File: config.mk
export PLATFORM = sky130hd
export DESIGN_NAME = cjdc_cdiv
export DESIGN_NICKNAME = d
export VERILOG_FILES = /design/src/rtl/calendar_julian_day_convert_assert.svh /design/src/rtl/cjdc_cdiv.sv
export SDC_FILE = /design/constraint.sdc
export NUM_CORES = 1
export LEC_CHECK = 0
export BUFFER_PORTS_ARGS = -buffer_cell sky130_fd_sc_hd__buf_2
export CAP_MARGIN = 25
export CORE_UTILIZATION = 45
export DETAILED_ROUTE_END_ITERATION = 12
export GPL_TIMING_DRIVEN = 1
export PLACE_DENSITY_LB_ADDON = 0.05
export SLEW_MARGIN = 20
export SYNTH_ARGS = -nofsm -noshare
export SYNTH_HDL_FRONTEND = slang
export SYNTH_SLANG_ARGS = --single-unit
File: constraint.sdc
create_clock -name aclk -period 8.6 [get_ports aclk]
set_clock_uncertainty 0.15 [all_clocks]
set_input_delay 0.86 -clock aclk [delete_from_list [all_inputs] [get_ports aclk]]
set_output_delay 0.86 -clock aclk [all_outputs]
set_load 0.05 [all_outputs]
File: src/rtl/calendar_julian_day_convert_assert.svh
// ----------------------------------------------------------------------------
// Assertion macros for the Julian day converter
// Shared property wrappers clocked on aclk with the synchronous reset masked.
// ----------------------------------------------------------------------------
`ifndef CALENDAR_JULIAN_DAY_CONVERT_ASSERT_SVH
`define CALENDAR_JULIAN_DAY_CONVERT_ASSERT_SVH

// same-cycle implication
`define CJDC_ASSERT_IMPLIES(lbl, ante, cons, msg) \
    lbl: assert property (@(posedge aclk) disable iff (!aresetn) (ante) |-> (cons)) \
        else $error(msg);

// next-cycle implication
`define CJDC_ASSERT_NEXT(lbl, ante, cons, msg) \
    lbl: assert property (@(posedge aclk) disable iff (!aresetn) (ante) |=> (cons)) \
        else $error(msg);

`endif

File: src/rtl/cjdc_cdiv.sv
// ----------------------------------------------------------------------------
// cjdc_cdiv
// Pipelined floor division of a signed value by a constant, BPS quotient bits
// per stage, restoring recurrence, side data carried along with each transfer.
// ----------------------------------------------------------------------------
module cjdc_cdiv #(
    parameter int DW      = 27,
    parameter int DIVISOR = 36525,
    parameter int SW      = 8,
    parameter int BPS     = 4
) (
    input  logic                 aclk,
    input  logic                 aresetn,
    input  logic                 in_valid,
    output logic                 in_ready,
    input  logic signed [DW-1:0] in_dividend,
    input  logic [SW-1:0]        in_side,
    output logic                 out_valid,
    input  logic                 out_ready,
    output logic signed [DW-1:0] out_quotient,
    output logic [SW-1:0]        out_side
);

    localparam int NST = (DW + BPS - 1) / BPS;
    localparam int AW  = NST * BPS;
    localparam int RB  = $clog2(DIVISOR) + 1;
    localparam logic [RB-1:0] DIV_C = RB'(DIVISOR);

    logic [NST-1:0] v_reg;
    logic [NST-1:0] neg_reg;
    logic [AW-1:0]  acc_reg  [NST];
    logic [RB-1:0]  rem_reg  [NST];
    logic [SW-1:0]  side_reg [NST];
    logic [AW-1:0]  acc_next [NST];
    logic [RB-1:0]  rem_next [NST];
    logic [NST:0]   adv;
    logic [DW-1:0]  mag;

    // floor division of a negative value: divide its complement, complement back
    assign mag = in_dividend[DW-1] ? ~in_dividend : in_dividend;

    assign adv[NST] = out_ready;

    for (genvar i = 0; i < NST; i++) begin : g_stage
        logic [AW-1:0] acc_src;
        logic [RB-1:0] rem_src;

        if (i == 0) begin : g_first
            assign acc_src = AW'(mag);
            assign rem_src = '0;
        end else begin : g_rest
            assign acc_src = acc_reg[i-1];
            assign rem_src = rem_reg[i-1];
        end

        assign adv[i] = !v_reg[i] || adv[i+1];

        // BPS restoring steps
        always_comb begin
            logic [AW-1:0] acc_w;
            logic [RB-1:0] rem_w;
            acc_w = acc_src;
            rem_w = rem_src;
            for (int b = 0; b < BPS; b++) begin
                rem_w = {rem_w[RB-2:0], acc_w[AW-1]};
                acc_w = {acc_w[AW-2:0], 1'b0};
                if (rem_w >= DIV_C) begin
                    rem_w    = rem_w - DIV_C;
                    acc_w[0] = 1'b1;
                end
            end
            acc_next[i] = acc_w;
            rem_next[i] = rem_w;
        end

        // stage valid
        always_ff @(posedge aclk) begin
            if (!aresetn) begin
                v_reg[i] <= 1'b0;
            end else if (adv[i]) begin
                if (i == 0) begin
                    v_reg[i] <= in_valid;
                end else begin
                    v_reg[i] <= v_reg[(i == 0) ? 0 : i-1];
                end
            end
        end

        // stage payload
        always_ff @(posedge aclk) begin
            if (adv[i]) begin
                acc_reg[i] <= acc_next[i];
                rem_reg[i] <= rem_next[i];
                if (i == 0) begin
                    neg_reg[i]  <= in_dividend[DW-1];
                    side_reg[i] <= in_side;
                end else begin
                    neg_reg[i]  <= neg_reg[(i == 0) ? 0 : i-1];
                    side_reg[i] <= side_reg[(i == 0) ? 0 : i-1];
                end
            end
        end
    end

    assign in_ready     = adv[0];
    assign out_valid    = v_reg[NST-1];
    assign out_side     = side_reg[NST-1];
    assign out_quotient = neg_reg[NST-1] ? ~acc_reg[NST-1][DW-1:0]
                                         : acc_reg[NST-1][DW-1:0];

endmodule

==> run metrics, run 1 <==
crit-path cells or3_1 -> o221a_2 -> a211oi_4 -> buf_4 -> inv_2 -> a211oi_2 -> nand2b_1 -> nand3_2 -> o21ai_2 -> inv_2 -> xnor2_1 -> ha_1 -> a211oi_1 -> o21ai_0 -> a21oi_1 -> a211oi_1 -> xnor2_1 -> nor3_1 -> o31ai_1 -> a31oi_1 -> buf_4 -> nor2_1 -> mux2i_1; Setup Buffers After CTS 0; Starting Density 0.4589; CP Max Fanout 24; pre-CTS worst setup slack 0.9450 ns; WS Path Type reg -> reg; drt initial violations 878; gpl congestion 0.8795; max cap viols 0; sum of buffers and inverters on the critical path 4; initial antenna violation count 6; GRT overflow 0; DP Wirelength 28.01 mm; Storage cell area 0.007317 mm²; clk slew on worst S/H paths 0.07 ns; critical path endpoint category flip-flop; area delta synth->final 10.52%; clk_lat worst skew 0.58 ns; worst hold path type reg -> reg; data required time of the worst path 8.72 ns; fin crit period 7.750 ns; mapped cell area 0.01589 mm²; Avg Cell Area, Syn 10.33 µm²; die area 0.03607 mm²; post-synthesis sequential area ratio 0.4605; fillers 3175; Max stage delay on crit path 0.57 ns; final worst slack 0.8503 ns; Post-Synthesis Net Count 1600; #FFs+latches synth 246; post-synth top area cell edfxtp_1; share of layout cells above drive strength 1 0.1414; smallest hold slack 0.2633 ns; antenna viol nets, final 0; post-cts gate resize count 0; hold buffers post-CTS 0; final net count 1645; vias per inst 5.879; CP Launch Type flip-flop; Die Ht 189.9 µm; DRT Wirelength 37.87 mm; Final Slew Violations 0; clock root buffer clkbuf_16; H-tree depth 1; Yosys top cell area share 0.4517; Core Region 0.03463 mm²; I/O pins 76; status finished, final reports clean; cell family with most CP delay compound AO/OA/AOI/OAI gates; Synthesis Warnings 0; CTS tree built; fin crit share 0.9011; final setup vio count 0; Worst-Margin Slew 1.001 ns; worst rel slew slack 0.3153; max reg flops 108; drt wl/cell 18.37 µm; fmax 129.0 MHz; setup_tns 0 ns; Num CTS Buffers 28; placed cells 2007; Finished Layout Cells 2062; row count 68; critical path arrival 7.87 ns; most common cell after layout, fill and taps aside edfxtp_1; ys flop type edfxtp_1; RSZ-0062 raised after global routing false; clock sink count 246; vias post-DR 12122; Synth area leaders edfxtp_1 45%, xnor2_1 5.5%, xor2_1 3.9%, nor2_1 2.8%, nand2_1 2.5%; vias in the first global route 11419; gr usage total 0.2101; IO buf count 75; largest net degree at the start of global routing 38; first-pass GRT wire length 61.01 mm; Multi-input gate area 0.007954 mm²; Cell variety after synth 109; post-synthesis async set-or-reset flop share 0; Initial DRT Pass Iterations 5; commonest non-fill, non-tap cells in the layout 239 x edfxtp_1, 120 x nor2_1, 104 x nand2_1, 100 x xnor2_1; clock buffer depth 3; DRC 0; cell count after synthesis 1539; Final Hold Fails 0; Post-synth EDFFs 239; Die Width 189.9 µm; CP max-delay cell edfxtp_1
worst reg2reg max path: stages (launching register included):
cell and delay, ns:
edfxtp_1 0.57, or3_1 0.52, o221a_2 0.39, a211oi_4 0.24, buf_4 0.32, inv_2 0.19, a211oi_2 0.54, nand2b_1 0.24
nand3_2 0.19, o21ai_2 0.56, inv_2 0.19, xnor2_1 0.41, ha_1 0.33, a211oi_1 0.14, o21ai_0 0.55, a21oi_1 0.15
a211oi_1 0.29, xnor2_1 0.19, nor3_1 0.48, o31ai_1 0.16, a31oi_1 0.18, buf_4 0.20, nor2_1 0.10, mux2i_1 0.17
through the flow:
step / utilization / area (µm²)
final: 0.5072 / 17560
after global routing: 0.5070 / 17560
after CTS: 0.5062 / 17530
after detailed placement: 0.4785 / 16570
after global placement: 0.4779 / 16550
after floorplan: - / 15890
layout make-up:
| type | instances | share of cell area |
|---|---|---|
| sequential | 246 | 0.4166 |
| antenna | 2 | 0.0002850 |
| tap | 455 | 0.03242 |
| timing repair buffer | 93 | 0.03007 |
| clock inverter | 14 | 0.009404 |
| inverter | 61 | 0.01304 |
| clock buffer | 37 | 0.04524 |
| multi-input combinational | 1154 | 0.4529 |
synth_stat cells (14+ instances only):
cell / number
o22ai_1: 15
xnor2_1: 100
nor3_1: 42
o21a_1: 18
inv_1: 57
o21ai_0: 75
edfxtp_1: 239
buf_4: 17
a21o_1: 14
ha_1: 22
o211ai_1: 28
a211oi_1: 24
nor4_1: 15
nor2_1: 120
buf_2: 18
a21oi_1: 62
or2_2: 20
and3_1: 15
mux2i_1: 22
o31ai_1: 16
clkbuf_1: 36
xor2_1: 70
and2_1: 21
nand2_1: 105
nand2b_1: 20
nand3_1: 28
a31oi_1: 22
routing by layer:
layer,vias to the layer above,GRT usage,wire (µm)
met1,5778,0.2893,17540
li1,5958,-,-
met3,54,0.04114,2169
met2,324,0.3426,17430
met4,8,0.04342,676
met5,-,0,54
logic make-up (layout without fill, tap and decap cells):
kind of cell,count (synthesis),in the layout,synth area share
other,1,3,0.0002360
buffers and inverters,139,205,0.03968
and+or+nand+nor,464,464,0.1490
muxes,34,34,0.02236
AOI/OAI and AO/OA,462,462,0.2155
adders and majority gates,22,22,0.01732
DFF,246,246,0.4605
xor gates and xnor gates,171,171,0.09543
path summary, 6_finish.rpt:
| path | startpoint | to | slack (ns) | cells past startpoint |
|---|---|---|---|---|
| worst min register to register | acc_reg[1][11]$_DFFE_PP_ | acc_reg[2][15]$_DFFE_PP_ | 0.26 | 0 |
| worst max-delay path | rem_reg[3][5]$_DFFE_PP_ | rem_reg[4][1]$_DFFE_PP_ | 0.85 | 23 |
| worst max register to register | rem_reg[3][5]$_DFFE_PP_ | rem_reg[4][1]$_DFFE_PP_ | 0.85 | 23 |
| worst min-delay path | acc_reg[1][11]$_DFFE_PP_ | acc_reg[2][15]$_DFFE_PP_ | 0.26 | 0 |
Power of run 1 is not shown: default switching activity piles up to over one toggle a cycle in this logic, so the estimate is an artifact.
==> inputs of run 2 (changes only) <==
--- a/config.mk
+++ b/config.mk
@@ -8,6 +8,7 @@
 export BUFFER_PORTS_ARGS = -buffer_cell sky130_fd_sc_hd__buf_2
 export CAP_MARGIN = 25
 export CORE_UTILIZATION = 45
+export CTS_BUF_LIST = sky130_fd_sc_hd__clkbuf_8
 export DETAILED_ROUTE_END_ITERATION = 12
 export GPL_TIMING_DRIVEN = 1
 export PLACE_DENSITY_LB_ADDON = 0.05
==> constraint.sdc (replaced) <==
create_clock -name aclk -period 9.9 [get_ports aclk]
set_clock_uncertainty 0.15 [all_clocks]
set_input_delay 0.99 -clock aclk [delete_from_list [all_inputs] [get_ports aclk]]
set_output_delay 0.99 -clock aclk [all_outputs]
set_load 0.05 [all_outputs]
==> run 2 against run 1 <==
  * Maximum frequency down 4.3%
  * Flip-flop and latch count unchanged
  * Critical path depth down 1
  * Sequential share of layout area up 0.52 points
  * Clock-buffer cell count up 5
  * Cell area down 1.2%
  * Core utilization down 0.62 points
  * Largest cell class unchanged
==> run metrics, run 2 (synthesized netlist as in run 1, its figures left out) <==
status finished, final reports clean; RSZ-0062 raised after global routing false; worst hold path type reg -> reg; critical path arrival 8.24 ns; clock sink count 246; GRT overflow 0; initial antenna violation count 6; Final Hold Fails 0; Die Ht 189.9 µm; clock buffer depth 3; vias in the first global route 11477; worst reg2reg setup slack 1.80 ns; sum of buffers and inverters on the critical path 3; CTS tree built; I/O pins 76; max cap viols 0; crit-path cells or3_1 -> o221a_2 -> a211oi_4 -> buf_4 -> inv_2 -> a211oi_2 -> nand2b_1 -> nand3_2 -> o21ai_2 -> inv_2 -> xnor2_1 -> ha_1 -> a211oi_1 -> o21ai_0 -> a21oi_1 -> a211oi_1 -> xnor2_1 -> nor3_1 -> o31ai_1 -> a31oi_1 -> nor2_1 -> mux2i_1; gr usage total 0.2118; final setup vio count 0; Starting Density 0.4589; DRT Wirelength 38.18 mm; DP Wirelength 27.90 mm; fillers 3207; Core Region 0.03463 mm²; WS Path Type reg -> reg; clk slew on worst S/H paths 0.06 ns; gpl congestion 0.8745; Max stage delay on crit path 0.67 ns; Setup Buffers After CTS 0; Num CTS Buffers 42; fin crit period 8.096 ns; hold buffers post-CTS 0; routing usage on met2 0.3404; H-tree depth 2; GR Layer Usage met1 0.2871; drt wl/cell 18.37 µm; largest net degree at the start of global routing 38; clk_lat worst skew 0.59 ns; die area 0.03607 mm²; Final Slew Violations 0; commonest non-fill, non-tap cells in the layout 239 x edfxtp_1, 120 x nor2_1, 104 x nand2_1, 100 x xnor2_1; gr busiest metal met2; CP Max Fanout 24; worst rel slew slack 0.2756; share of layout cells above drive strength 1 0.1400; row count 68; vias post-DR 12336; most common cell after layout, fill and taps aside edfxtp_1; cell family with most CP delay compound AO/OA/AOI/OAI gates; fin crit share 0.8178; DRC 0; M3 GR Usage 0.04077; vias per inst 5.936; clock root buffer clkbuf_8; CP Launch Type flip-flop; Initial DRT Pass Iterations 6; antenna viol nets, final 0; Worst-Margin Slew 1.080 ns; Die Width 189.9 µm; IO buf count 75; final net count 1652; max reg flops 108; setup_tns 0 ns; fmax 123.5 MHz; post-cts gate resize count 0; data required time of the worst path 10.04 ns; CP max-delay cell a31oi_1; area delta synth->final 9.165%; drt initial violations 895; critical path endpoint category flip-flop; first-pass GRT wire length 61.02 mm
[run 2: changes by cell type in the layout (fill, tap and decap cells not counted), moves of 4 or more]
| cell | delta |
|---|---|
| clkbuf_16 | -28 |
| inv_6 | -4 |
| buf_4 | -7 |
| inv_1 | +9 |
| clkinv_1 | +11 |
| clkbuf_8 | +36 |
[run 2: metal layers]
metal,vias up,share of wire,wire length (µm)
met4,8,0.024,910
met3,74,0.056,2151
met2,355,0.46,17580
li1,5983,-,-
met1,5916,0.46,17490
met5,-,0.0013,48
[run 2: worst paths after layout]
| kind | start | end | cells after the start |
|---|---|---|---|
| min | acc_reg[2][21]$_DFFE_PP_ | acc_reg[3][25]$_DFFE_PP_ | 0 |
| min reg2reg | acc_reg[2][21]$_DFFE_PP_ | acc_reg[3][25]$_DFFE_PP_ | 0 |
| max | rem_reg[3][5]$_DFFE_PP_ | rem_reg[4][1]$_DFFE_PP_ | 22 |
| max reg2reg | rem_reg[3][5]$_DFFE_PP_ | rem_reg[4][1]$_DFFE_PP_ | 22 |
[run 2: final cells by class]
cell class | instances | area, µm² | share of cell area
clock buffer | 42 | 578.1 | 0.03332
antenna | 1 | 2.502 | 0.0001443
inverter | 61 | 229.0 | 0.01320
multi-input combinational | 1154 | 7955 | 0.4586
timing repair buffer | 86 | 481.7 | 0.02777
tap | 455 | 569.3 | 0.03282
clock inverter | 33 | 214.0 | 0.01233
sequential | 246 | 7317 | 0.4218
[run 2: metrics by stage]
step	util	area [µm²]	cells	worst slack, ns	hold WS [ns]
finish	0.5009	17350	2078	1.804	0.2399
global route	0.5009	17340	2077	1.107	0.2438
CTS	0.4997	17300	2075	1.645	0.2322
detailed placement	0.4768	16510	2000	1.697	0.2545
global placement	0.4764	16500	1999	1.804	0.2506
floorplan	-	15890	1539	3.001	0.2503
Power of run 2 is left out for the same reason.
